===== src/rtl/core/cdq_pkg.sv =====
// Shared constants, codes and types for the circular deque core.
package cdq_pkg;

  // Geometry
  localparam int DEPTH      = 8;
  localparam int DATA_WIDTH = 32;
  localparam int CNT_W      = $clog2(DEPTH + 1);

  // Request codes
  localparam logic [1:0] FUNC_PUSH_REAR  = 2'd0;
  localparam logic [1:0] FUNC_PUSH_FRONT = 2'd1;
  localparam logic [1:0] FUNC_POP_FRONT  = 2'd2;
  localparam logic [1:0] FUNC_POP_REAR   = 2'd3;

  // Status codes
  localparam logic [1:0] ST_OK        = 2'd0;
  localparam logic [1:0] ST_OVERFLOW  = 2'd1;
  localparam logic [1:0] ST_UNDERFLOW = 2'd2;

  // Control broadcast from the top level to every cell
  typedef struct packed {
    logic       en;    // request accepted and not refused
    logic [1:0] func;  // request code
  } cdq_ctrl_t;

  typedef logic [DATA_WIDTH-1:0] cdq_data_t;

endpackage


===== src/rtl/core/cdq_cell.sv =====
// One storage cell of the deque row; cell 0 is the front of the queue.
module cdq_cell (
  input  logic              clk,
  input  logic              rst,
  input  cdq_pkg::cdq_ctrl_t ctrl,
  input  cdq_pkg::cdq_data_t push_value,
  input  cdq_pkg::cdq_data_t left_data,
  input  logic              left_occ,
  input  cdq_pkg::cdq_data_t right_data,
  input  logic              right_occ,
  output cdq_pkg::cdq_data_t data,
  output logic              occ,
  output cdq_pkg::cdq_data_t rear_tap
);
  import cdq_pkg::*;

  logic is_rear;

  // This cell holds the rear entry when it is occupied and its right neighbour is not
  assign is_rear  = occ && !right_occ;
  assign rear_tap = is_rear ? data : '0;

  // Occupancy flag: control state, cleared on reset
  always_ff @(posedge clk) begin
    if (rst) begin
      occ <= 1'b0;
    end else if (ctrl.en) begin
      case (ctrl.func)
        FUNC_PUSH_FRONT: occ <= left_occ;
        FUNC_PUSH_REAR:  if (!occ && left_occ) occ <= 1'b1;
        FUNC_POP_FRONT:  occ <= right_occ;
        FUNC_POP_REAR:   if (is_rear) occ <= 1'b0;
        default:         occ <= occ;
      endcase
    end
  end

  // Payload: shifts with the row on front transfers, loads at the rear on push
  always_ff @(posedge clk) begin
    if (ctrl.en) begin
      case (ctrl.func)
        FUNC_PUSH_FRONT: data <= left_data;
        FUNC_PUSH_REAR:  if (!occ && left_occ) data <= push_value;
        FUNC_POP_FRONT:  data <= right_data;
        default:         data <= data;
      endcase
    end
  end

endmodule


===== src/rtl/core/circular_deque_core.sv =====
// Double-ended queue built as a row of shifting storage cells.
// Result: registered in the output register in the cycle after its input transfer.
// Throughput: one request per cycle while results are taken; the single output
//   register holds off new input only while a result waits under stall.
// Reset: synchronous, active high; queue emptied, no result pending.
// Every cell updates in the same cycle, so pops and pushes at either end cost the same.
module circular_deque_core (
  input  logic                      clk,
  input  logic                      rst,
  input  logic                      in_valid,
  output logic                      in_stall,
  input  logic [1:0]                func,
  input  logic signed [31:0]        push_value,
  output logic                      out_valid,
  input  logic                      out_stall,
  output logic signed [31:0]        pop_value,
  output logic [1:0]                status,
  output logic                      is_full,
  output logic                      is_empty,
  output logic [3:0]                occupancy
);
  import cdq_pkg::*;

  cdq_ctrl_t         ctrl;
  cdq_data_t         cell_data [DEPTH];
  logic [DEPTH-1:0]  cell_occ;
  cdq_data_t         cell_tap  [DEPTH];
  cdq_data_t         push_data;
  cdq_data_t         rear_value;

  logic              in_fire;
  logic              is_push;
  logic              full;
  logic              empty;
  logic              refused;
  logic [CNT_W-1:0]  count;
  logic [CNT_W-1:0]  count_next;
  logic [31:0]       pop_next;
  logic [1:0]        status_next;

  assign push_data = cdq_data_t'(push_value);

  // Input handshake
  assign in_stall = out_valid && out_stall;
  assign in_fire  = in_valid && !in_stall;

  // Request decode and refusal
  assign is_push = (func == FUNC_PUSH_REAR) || (func == FUNC_PUSH_FRONT);
  assign full    = (count == CNT_W'(DEPTH));
  assign empty   = (count == '0);
  assign refused = is_push ? full : empty;

  assign ctrl.en   = in_fire && !refused;
  assign ctrl.func = func;

  // Row of cells; cell 0 is the front
  for (genvar i = 0; i < DEPTH; i++) begin : g_cell
    cdq_data_t l_data, r_data;
    logic      l_occ, r_occ;

    if (i == 0) begin : g_first
      assign l_data = push_data;
      assign l_occ  = 1'b1;
    end else begin : g_mid_l
      assign l_data = cell_data[i-1];
      assign l_occ  = cell_occ[i-1];
    end

    if (i == DEPTH - 1) begin : g_last
      assign r_data = '0;
      assign r_occ  = 1'b0;
    end else begin : g_mid_r
      assign r_data = cell_data[i+1];
      assign r_occ  = cell_occ[i+1];
    end

    cdq_cell u_cell (
      .clk        (clk),
      .rst        (rst),
      .ctrl       (ctrl),
      .push_value (push_data),
      .left_data  (l_data),
      .left_occ   (l_occ),
      .right_data (r_data),
      .right_occ  (r_occ),
      .data       (cell_data[i]),
      .occ        (cell_occ[i]),
      .rear_tap   (cell_tap[i])
    );
  end

  // Rear entry: at most one cell taps out (exactly one unless empty), the rest give zero
  always_comb begin
    rear_value = '0;
    for (int i = 0; i < DEPTH; i++) begin
      rear_value = rear_value | cell_tap[i];
    end
  end

  // Result value, status and new count
  always_comb begin
    pop_next    = '0;
    status_next = ST_OK;
    count_next  = count;
    if (is_push) begin
      if (full) status_next = ST_OVERFLOW;
      else      count_next  = count + CNT_W'(1);
    end else if (empty) begin
      status_next = ST_UNDERFLOW;
      pop_next    = '1;
    end else begin
      count_next = count - CNT_W'(1);
      if (func == FUNC_POP_FRONT) pop_next = 32'(signed'(cell_data[0]));
      else                        pop_next = 32'(signed'(rear_value));
    end
  end

  // Entry count
  always_ff @(posedge clk) begin
    if (rst) begin
      count <= '0;
    end else if (in_fire) begin
      count <= count_next;
    end
  end

  // Output register valid
  always_ff @(posedge clk) begin
    if (rst) begin
      out_valid <= 1'b0;
    end else if (in_fire) begin
      out_valid <= 1'b1;
    end else if (!out_stall) begin
      out_valid <= 1'b0;
    end
  end

  // Output register payload
  always_ff @(posedge clk) begin
    if (in_fire) begin
      pop_value <= pop_next;
      status    <= status_next;
      is_full   <= (count_next == CNT_W'(DEPTH));
      is_empty  <= (count_next == '0);
      occupancy <= 4'(count_next);
    end
  end

endmodule


===== config.mk =====
export PLATFORM = sky130hd
export DESIGN_NAME = circular_deque_core
export DESIGN_NICKNAME = d
export VERILOG_FILES = /design/src/rtl/core/cdq_pkg.sv /design/src/rtl/core/cdq_cell.sv /design/src/rtl/core/circular_deque_core.sv
export SDC_FILE = /design/constraint.sdc
export NUM_CORES = 1
export LEC_CHECK = 0
export BUFFER_PORTS_ARGS = -buffer_cell sky130_fd_sc_hd__buf_2
export CORE_ASPECT_RATIO = 0.75
export CORE_MARGIN = 3
export CORE_UTILIZATION = 56
export CTS_CLUSTER_DIAMETER = 40
export CTS_CLUSTER_SIZE = 24
export DETAILED_ROUTE_END_ITERATION = 6
export PLACE_DENSITY = 0.83
export SKIP_CTS_REPAIR_TIMING = 1
export SYNTH_ARGS = -nofsm -noshare
export SYNTH_HDL_FRONTEND = slang
export SYNTH_SLANG_ARGS = --single-unit
export TNS_END_PERCENT = 100

===== constraint.sdc =====
create_clock -name clk -period 5.13 [get_ports clk]
set_input_delay 1.026 -clock clk [delete_from_list [all_inputs] [get_ports clk]]
set_output_delay 1.026 -clock clk [all_outputs]
set_load 0.02 [all_outputs]

==> Word level (Yosys, flattened, before mapping) <==
Index checks and enable logic that the tools add are counted.
{ "totals": {"regBits": 309, "input_bits": 38, "elab_cells": 152} }
{ "op_classes": {"addsub": 2, "n_eq_ne": 21, "mux": 57, "bitwise_logic": 7, "reduce_logical": 42} }
{ "op_table": {"columns": ["operator", "count"], "rows": [
  ["32-bit one-hot mux with 3 select lines", 8],
  ["32-bit two-way mux", 18],
  ["32-bit bitwise OR", 7],
  ["3-bit AND reduction", 14],
  ["2-bit by 1-bit inequality test with 1-bit output (second input constant)", 15],
  ["1-bit one-hot mux with 4 select lines", 6],
  ["1-bit two-way mux", 18],
  ["4-bit two-way mux", 3],
  ["1-bit logical AND", 10],
  ["1-bit logical NOT", 9],
  ["4-bit equality test (second input constant)", 2],
  ["4-bit logical NOT", 2],
  ["1-bit one-hot mux with 3 select lines", 2],
  ["4-bit by 1-bit adder with 4-bit output (second input constant)", 1],
  ["2-bit equality test (second input constant)", 2],
  ["2-bit two-way mux", 2],
  ["2-bit AND reduction", 2],
  ["2-bit OR reduction", 2],
  ["4-bit by 1-bit subtractor with 4-bit output (second input constant)", 1],
  ["3-bit nonzero test", 1],
  ["2-bit by 1-bit equality test with 1-bit output (second input constant)", 1],
  ["2-bit logical NOT", 1],
  ["2-bit inequality test (second input constant)", 1],
  ["1-bit logical OR", 1]
]} }

==> Logic depth before layout (Yosys ltp) <==
Gate-level depths: netlist (run 1).
{ "depth": {"word_depth": 12, "depth_mapped": 7} }

==> Hierarchy <==
From an unflattened synthesis (run 1), not the netlist that was laid out.
{ "hier_totals": {"cells_unflattened": 1773, "area_unflattened_um2": 18118.6} }
{ "modules_own_cells": {"columns": ["module", "n_inst", "cells_each", "area_each_um2", "seq_area_each_um2"], "rows": [
  ["cdq_cell", 8, 187, 1940.6, 980.9],
  ["circular_deque_core", 1, 277, 2593.7, 1301.2]
]} }

==> Least setup slack after synthesis (run 1) <==
Ideal clock, no wire load.
{ "synth_timing": {"kind": "input to register", "start": "in in_valid", "end": "reg g_cell[0].u_cell.data[0], enable pin", "t_arrival_ps": 4609, "slack_ps": 90, "stages": 5, "n_path_buf": 1, "path_cell_list": "a21boi_2 -> o21a_1 -> buf_2 -> nand2_1 -> a21oi_1"} }
{ "synth_between": {"elab_chain_len": 3} }
{ "synth_lines": {"columns": ["item", "line_no", "rtl"], "rows": [
  ["start: declaration", "circular_deque_core.sv:10", "input logic in_valid,"],
  ["1-bit logical AND", "circular_deque_core.sv:45", "assign in_fire = in_valid && !in_stall;"],
  ["1-bit logical AND", "circular_deque_core.sv:53", "assign ctrl.en = in_fire && !refused;"],
  ["3-bit AND reduction (no line)", null, null],
  ["end signal: assignment", "cdq_cell.sv:43", "FUNC_PUSH_REAR: if (!occ && left_occ) data <= push_value;"],
  ["end signal: assignment", "cdq_cell.sv:44", "FUNC_POP_FRONT: data <= right_data;"],
  ["end signal: assignment", "cdq_cell.sv:45", "default: data <= data;"],
  ["end: declaration", "cdq_cell.sv:11", "output cdq_pkg::cdq_data_t data,"]
]} }
Every way passes these cells.
A chain may end at the register's enable or synchronous reset.

==> Worst setup path in the final report (run 1) <==
{ "layout_timing": {"start": "reg count[0]", "end": "reg g_cell[2].u_cell.data[5], enable pin"} }
{ "layout_between": {"elab_chain_len": 5, "word_cells_on_any_way": 6, "cone_classes": "eq/ne: 1; mux: 1; reduce/logical: 4"} }
{ "layout_lines": {"columns": ["item", "line_no", "rtl"], "rows": [
  ["start: declaration", "circular_deque_core.sv:36", "logic [CNT_W-1:0] count;"],
  ["start signal: assignment", "circular_deque_core.sv:123", "count <= count_next;"],
  ["4-bit equality test or 4-bit logical NOT (tied branches)", "circular_deque_core.sv:49, circular_deque_core.sv:50", null],
  ["1-bit two-way mux (*)", "circular_deque_core.sv:51", "assign refused = is_push ? full : empty;"],
  ["1-bit logical NOT (*)", "circular_deque_core.sv:53", null],
  ["1-bit logical AND (*)", "circular_deque_core.sv:53", null],
  ["3-bit AND reduction (no line) (*)", null, null],
  ["end signal: assignment", "cdq_cell.sv:43", null],
  ["end signal: assignment", "cdq_cell.sv:44", null],
  ["end signal: assignment", "cdq_cell.sv:45", null],
  ["end: declaration", "cdq_cell.sv:11", null]
]} }
Every way passes the cells marked *; elsewhere a longest branch is shown, timed or not.

==> results of run 1 <==
-- cells by family (layout without fill, tap and decap cells) --
family | count (synthesis) | in the layout | synth area share (%)
flip-flops | 309 | 309 | 59.3
XOR/XNOR | 3 | 3 | 0.170
multiplexers | 66 | 66 | 4.83
adder cells (fa/ha/maj) | 2 | 2 | 0.162
AND/OR/NAND/NOR | 295 | 295 | 8.62
buffers and inverters | 130 | 169 | 3.75
AO/OA/AOI/OAI | 610 | 610 | 23.2
-- routing by layer --
layer	global-route usage, %	routed length [µm]	vias to the layer above
li1	-	-	5436
met1	40.4	16300	5614
met2	42.5	18900	979
met3	5.99	5670	128
met4	8.70	1110	0
met5	0	0	-
-- state kept, by name (all words and copies together), names as in the netlist --
register            flops
pop_value              32
occupancy               4
status                  2
count                   4
is_full                 1
out_valid               1
g_cell.u_cell.data    256
is_empty                1
g_cell.u_cell.occ       8
-- metrics by stage --
step                      instances  util [%]  instance area (µm²)  hold slack (ns)  power, mW
after detailed placement       1741      60.4                16000            0.542       4.30
after global placement         1741      60.4                16000            0.529       4.25
final                          1798      64.4                17100            0.564       6.66
after CTS                      1798      64.4                17100            0.563       6.64
after global routing           1798      64.4                17100            0.582       6.87
after floorplan                1415         -                15400            0.494       3.94
-- how the worst max path moves through the flow --
| stage | from | end | slack [ns] | cells after the start |
|---|---|---|---|---|
| after floorplan | in_valid | g_cell[0].u_cell.data[0]$_DFFE_PP_ | 0.09 | 5 |
| after global placement | func[1] | g_cell[2].u_cell.data[4]$_DFFE_PP_ | 1.05 | 5 |
| after detailed placement | func[1] | g_cell[5].u_cell.data[4]$_DFFE_PP_ | 0.94 | 5 |
| after CTS | count[0]$_SDFFE_PP0P_ | g_cell[5].u_cell.data[4]$_DFFE_PP_ | 1.50 | 6 |
| after global routing | count[0]$_SDFFE_PP0P_ | g_cell[2].u_cell.data[5]$_DFFE_PP_ | 1.19 | 6 |
| final | count[0]$_SDFFE_PP0P_ | g_cell[2].u_cell.data[5]$_DFFE_PP_ | 1.42 | 6 |
-- worst max-delay path, cell delays in order, from the launching register on --
cell and delay, ns:
dfxtp_1 0.49, inv_1 0.08, ha_1 0.26, nand2b_1 0.18
o21a_1 0.52, nand2_1 0.57, nor2_4 1.20
-- final cells by class --
| class | count | area share [%] |
|---|---|---|
| tap | 344 | 2.52 |
| clock buffer | 33 | 4.58 |
| inverter | 8 | 0.176 |
| multi-input combinational | 976 | 34.0 |
| sequential | 309 | 53.5 |
| timing repair buffer | 104 | 3.65 |
| clock inverter | 24 | 1.60 |
-- report_power, final --
group	switching, mW	internal (mW)
combinational	0.711	0.348
sequential	0.156	3.07
clock	1.04	1.33
-- cell usage in the layout, fill, tap and decap left out, drive strengths merged, types with 2 or more instances in the layout --
master	count
a2111oi	2
a211oi	2
a21oi	255
a222oi	30
a22oi	62
a311oi	7
a31o	25
a31oi	6
and2	4
and3b	4
buf	104
bufinv	4
clkbuf	33
clkinv	11
clkinvlp	2
dfxtp	13
edfxtp	296
ha	2
inv	15
mux2	65
nand2	195
nand2b	3
nand3	2
nor2	23
nor2b	51
nor3	3
nor3b	2
nor4	3
o21a	2
o21ai	197
o22a	5
o22ai	4
o31a	7
xnor2	3
==> results.yml, run 1 <==
status:
  outcome: "complete, no violations"
logic_synthesis:
  yosys_warnings: 0
  ys_seq_elements: 309
  ys_types: 53
  syn_inst: 1415
  synth_top_area_cell: "edfxtp_1"
  synth_edf_count: 296
  synthFlopType: "edfxtp_1"
  synthArstFlopShare_pct: 0
  synth_area_um2: 15400
  synth_top_area_share_pct: 57.6
  synthTopCellsByCount: "296 x edfxtp_1, 255 x a21oi_1, 195 x nand2_1, 182 x o21ai_1"
  avgSynthCellArea_um2: 10.9
  synth_nets: 1455
  synth_seq_area_share_pct: 59.3
  synth_area_leaders: "edfxtp_1 58%, a21oi_1 8.3%, o21ai_1 5.9%"
  synth.most_common_cell: "edfxtp_1"
critical_path:
  r2r_start: "count[0]$_SDFFE_PP0P_"
  path_class: "reg -> reg"
  path_max_fanout: 32
  worstSetupEndpointType: "register"
  cp-start-kind: "register"
  reg2reg_depth: 6
  r2r-end: "g_cell[2].u_cell.data[5]$_DFFE_PP_"
  critPathArrivalTime_ns: 3.89
  worstPathRequired_ns: 5.31
  ff2ff_setup_slack_ns: 1.42
hold_path:
  hold_depth: 2
  min_to: "g_cell[1].u_cell.data[29]$_DFFE_PP_"
  min_path_type: "reg -> reg"
  hold_path.startpoint: "g_cell[0].u_cell.data[29]$_DFFE_PP_"
die:
  rows: 51
  coreArea_um2: 26500
  dieHeight_um: 150
  die_area_um2: 29600
  start_util_pct: 58.2
  io_pins: 80
  die_x_um: 198
final_layout:
  fillers: 1952
  nNetsFinal: 1470
  multi_input_area_um2: 5810
  syn_to_final_growth_pct: 10.7
  antenna_cells: 0
  seq_area_um2: 9150
  drive_above_1_share_pct: 12.3
power:
  p_per_area_nw_per_um2: 389
  leakagePower_nw: 5.76
  vdd_drop_max_v: 0.000271
job:
  cap_viol_max_count: 0
sta:
  maxSlewViolCount: 0
  tightest_slew_ns: 1.36
  fin_ws_ns: 1.42
  period_needed_ns: 3.71
  clock-skew-final_ns: 0.0132
  fin_tns_setup_ns: 0
  slew_headroom_pct: 8.86
  period_share_pct: 72.2
  hold_violations: 0
  rsz0062_at_grt: "no"
  max_freq_mhz: 270
  setup_violations: 0
route:
  dr.pass1.iters: 7
  drc_errors: 0
  ant_nets: 0
  wl_per_cell_um: 23.4
  routed-via-count: 12200
  vias_per_cell: 6.76
  drt_iter0_drc: 2119
  wirelength_mm: 42.0
clocking:
  cts_tree: "done"
  cts_buffer_depth: 3
  cts.htree.levels: 1
  clock_latency_ns: 0.58
  cts_buffers: 31
  clk_pin_slew_ns: 0.07
  cts-root-buf: "clkbuf_16"
  clock-sinks: 309
global_routing:
  grt_pass1_vias: 11700
  grt_max_degree: 234
  grt_pass1_wl_mm: 64.8
  overflow: 0
  grt_use_total_pct: 27.9
  antenna_found_initial: 0
placement:
  place.gp.congestion: 0.865
  dpl.hpwl_mm: 23.8
  port_buffers: 79
  dp_slack_ns: 0.938
Note: power is estimated with default switching activity, not from simulation.
==> run 2, diff against run 1 <==
--- a/config.mk
+++ b/config.mk
@@ -5,6 +5,7 @@
 export SDC_FILE = /design/constraint.sdc
 export NUM_CORES = 1
 export LEC_CHECK = 0
+export ABC_AREA = 1
 export BUFFER_PORTS_ARGS = -buffer_cell sky130_fd_sc_hd__buf_2
 export CORE_ASPECT_RATIO = 0.75
 export CORE_MARGIN = 3
==> constraint.sdc (replaced) <==
create_clock -name clk -period 3.1 [get_ports clk]
set_input_delay 0.62 -clock clk [delete_from_list [all_inputs] [get_ports clk]]
set_output_delay 0.62 -clock clk [all_outputs]
set_load 0.02 [all_outputs]
==> run 2 against run 1 <==
  * Synthesized cell count grew 5.8%
  * Synthesized area decreased by 2.1%
  * Flip-flop and latch count unchanged
  * Largest power group unchanged
  * Highest routed layer unchanged
==> results.yml, run 2 <==
sta:
  period_share_pct: 82.1
  period_needed_ns: 2.55
  setup_violations: 0
  tightest_slew_ns: 0.852
  maxSlewViolCount: 0
  fin_ws_ns: 0.554
  rsz0062_at_grt: "no"
  hold_violations: 0
  fin_tns_setup_ns: 0
  max_freq_mhz: 393
  clock-skew-final_ns: 0.0214
  whs_ns: 0.369
  slew_headroom_pct: 43.1
logic_synthesis:
  ys_types: 25
  synth_area_leaders: "edfxtp_1 59%, o221ai_1 11%, inv_1 7.0%"
  synth_area_um2: 15100
  synthFlopType: "edfxtp_1"
  yosys_warnings: 0
  synth_top_area_cell: "edfxtp_1"
  synth_top_area_share_pct: 58.8
  synthArstFlopShare_pct: 0
  syn_inst: 1497
  synth.most_common_cell: "edfxtp_1"
  synth_seq_area_share_pct: 60.5
  ys_seq_elements: 309
  synthTopCellsByCount: "296 x edfxtp_1, 281 x inv_1, 254 x nand2_1, 192 x o221ai_1, 119 x nor2_1"
  avgSynthCellArea_um2: 10.1
  synth_nets: 1537
  synth_edf_count: 296
final_layout:
  syn_to_final_growth_pct: 14.7
  final_cells: 1925
  reg.largest.list: "g_cell.u_cell.data (256), pop_value (32), g_cell.u_cell.occ (8)"
  final_cell_mix: "296 x edfxtp_1, 280 x inv_1, 253 x nand2_1"
  largest_reg_flops: 256
  drive_above_1_share_pct: 12.2
  nNetsFinal: 1596
  antenna_cells: 0
  layout_commonest_cell: "edfxtp_1"
  max_flop_register: "g_cell.u_cell.data"
  finish.utilization_pct: 66.1
  stdcell_area_um2: 17300
global_routing:
  overflow: 0
  grt_pass1_wl_mm: 63.7
  antenna_found_initial: 0
  grt_use_total_pct: 27.5
  grt_pass1_vias: 11600
  grt_max_degree: 146
clocking:
  clk_pin_slew_ns: 0.06
  clock_latency_ns: 0.51
  cts_buffer_depth: 3
  cts_buffers: 36
  cts-root-buf: "clkbuf_16"
  clock-sinks: 309
  cts.htree.levels: 2
  cts_tree: "done"
placement:
  place_inst: 1862
  place.gp.congestion: 0.879
  port_buffers: 79
  place_area_um2: 16000
  dp_slack_ns: 0.379
  dpl.hpwl_mm: 23.9
hold_path:
  min_path_type: "in -> reg"
die:
  die_x_um: 196
  start_util_pct: 57.6
  coreArea_um2: 26200
  rows: 51
  die_area_um2: 29000
  io_pins: 80
  dieHeight_um: 148
critical_path:
  critical_path.slowest_cell: "nor2_4"
  path_common_cell: "nand2_1"
  worstPathRequired_ns: 3.30
  critPathArrivalTime_ns: 2.75
  path_max_fanout: 20
  cp-start-kind: "register"
  worstSetupEndpointType: "register"
  path_cells: "inv_1 -> ha_1 -> nand4_2 -> nand2_1 -> nor2_2 -> nand2_1 -> nor2_4 -> buf_4"
  path_class: "reg -> reg"
  crit_path_max_incr_delay_ns: 0.58
job:
  cap_viol_max_count: 0
route:
  ant_nets: 0
  wl_per_cell_um: 21.1
  wirelength_mm: 40.6
  routed-via-count: 12200
  drc_errors: 0
  vias_per_cell: 6.33
  dr.pass1.iters: 6
  drt_iter0_drc: 1795
power:
  p_per_area_nw_per_um2: 666
  leakagePower_nw: 7.22
  power.total_mw: 11.5
  vdd_drop_max_v: 0.000402
status:
  outcome: "complete, no violations"
-- run 2: cell count changes in the layout (fill, tap and decap cells not counted), sizes merged, moves of 86 or more --
cell    change
a21oi     -238
inv       +270
nor2       +98
o21ai      -86
o221ai    +192
o22ai      +92
-- run 2: cells by family after synthesis --
group / share of synthesized area [%]
AOI/OAI and AO/OA: 19.4
and+or+nand+nor: 10.0
buffers and inverters: 9.83
DFF: 60.5
adders and majority gates: 0.166
-- run 2: cell type report --
type,instances,area [µm²]
clock inverters,24,362
well taps,344,430
inverters,283,1070
flip-flops and latches,309,9150
clock buffers,39,933
multi-input cells,812,4590
fillers,1955,8900
repair buffers,114,796
-- run 2: metal layers --
layer / vias up / share of wire (%) / global-route usage (%)
met1: 5671 / 40 / 40.5
met3: 135 / 12 / 4.87
li1: 5533 / - / -
met5: - / 0 / 0
met4: 0 / 3.4 / 9.05
met2: 852 / 45 / 42.2
-- run 2: path summary, 6_finish.rpt --
path | slack, ns | depth (start not counted) | end | from
worst max-delay path | 0.55 | 8 | g_cell[7].u_cell.data[23]$_DFFE_PP_ | count[0]$_SDFFE_PP0P_
worst min-delay path | 0.37 | 2 | g_cell[0].u_cell.occ$_SDFFE_PP0P_ | rst
worst max register to register | 0.55 | 8 | g_cell[7].u_cell.data[23]$_DFFE_PP_ | count[0]$_SDFFE_PP0P_
worst min register to register | 0.49 | 2 | out_valid$_SDFFE_PP0P_ | out_valid$_SDFFE_PP0P_
-- run 2: critical path: cells and delay by family (launching register included) --
| kind | cells | cell delay (ns) |
|---|---|---|
| adder cells (fa/ha/maj) | 1 | 0.28 |
| flip-flops | 1 | 0.39 |
| AND/OR/NAND/NOR | 5 | 1.10 |
| buffers and inverters | 2 | 0.48 |
-- run 2: where the power goes --
part / internal [mW] / switching [mW]
registers: 5.04 / 0.102
clock network: 2.87 / 1.73
logic: 0.536 / 1.26
total: 8.45 / 3.08
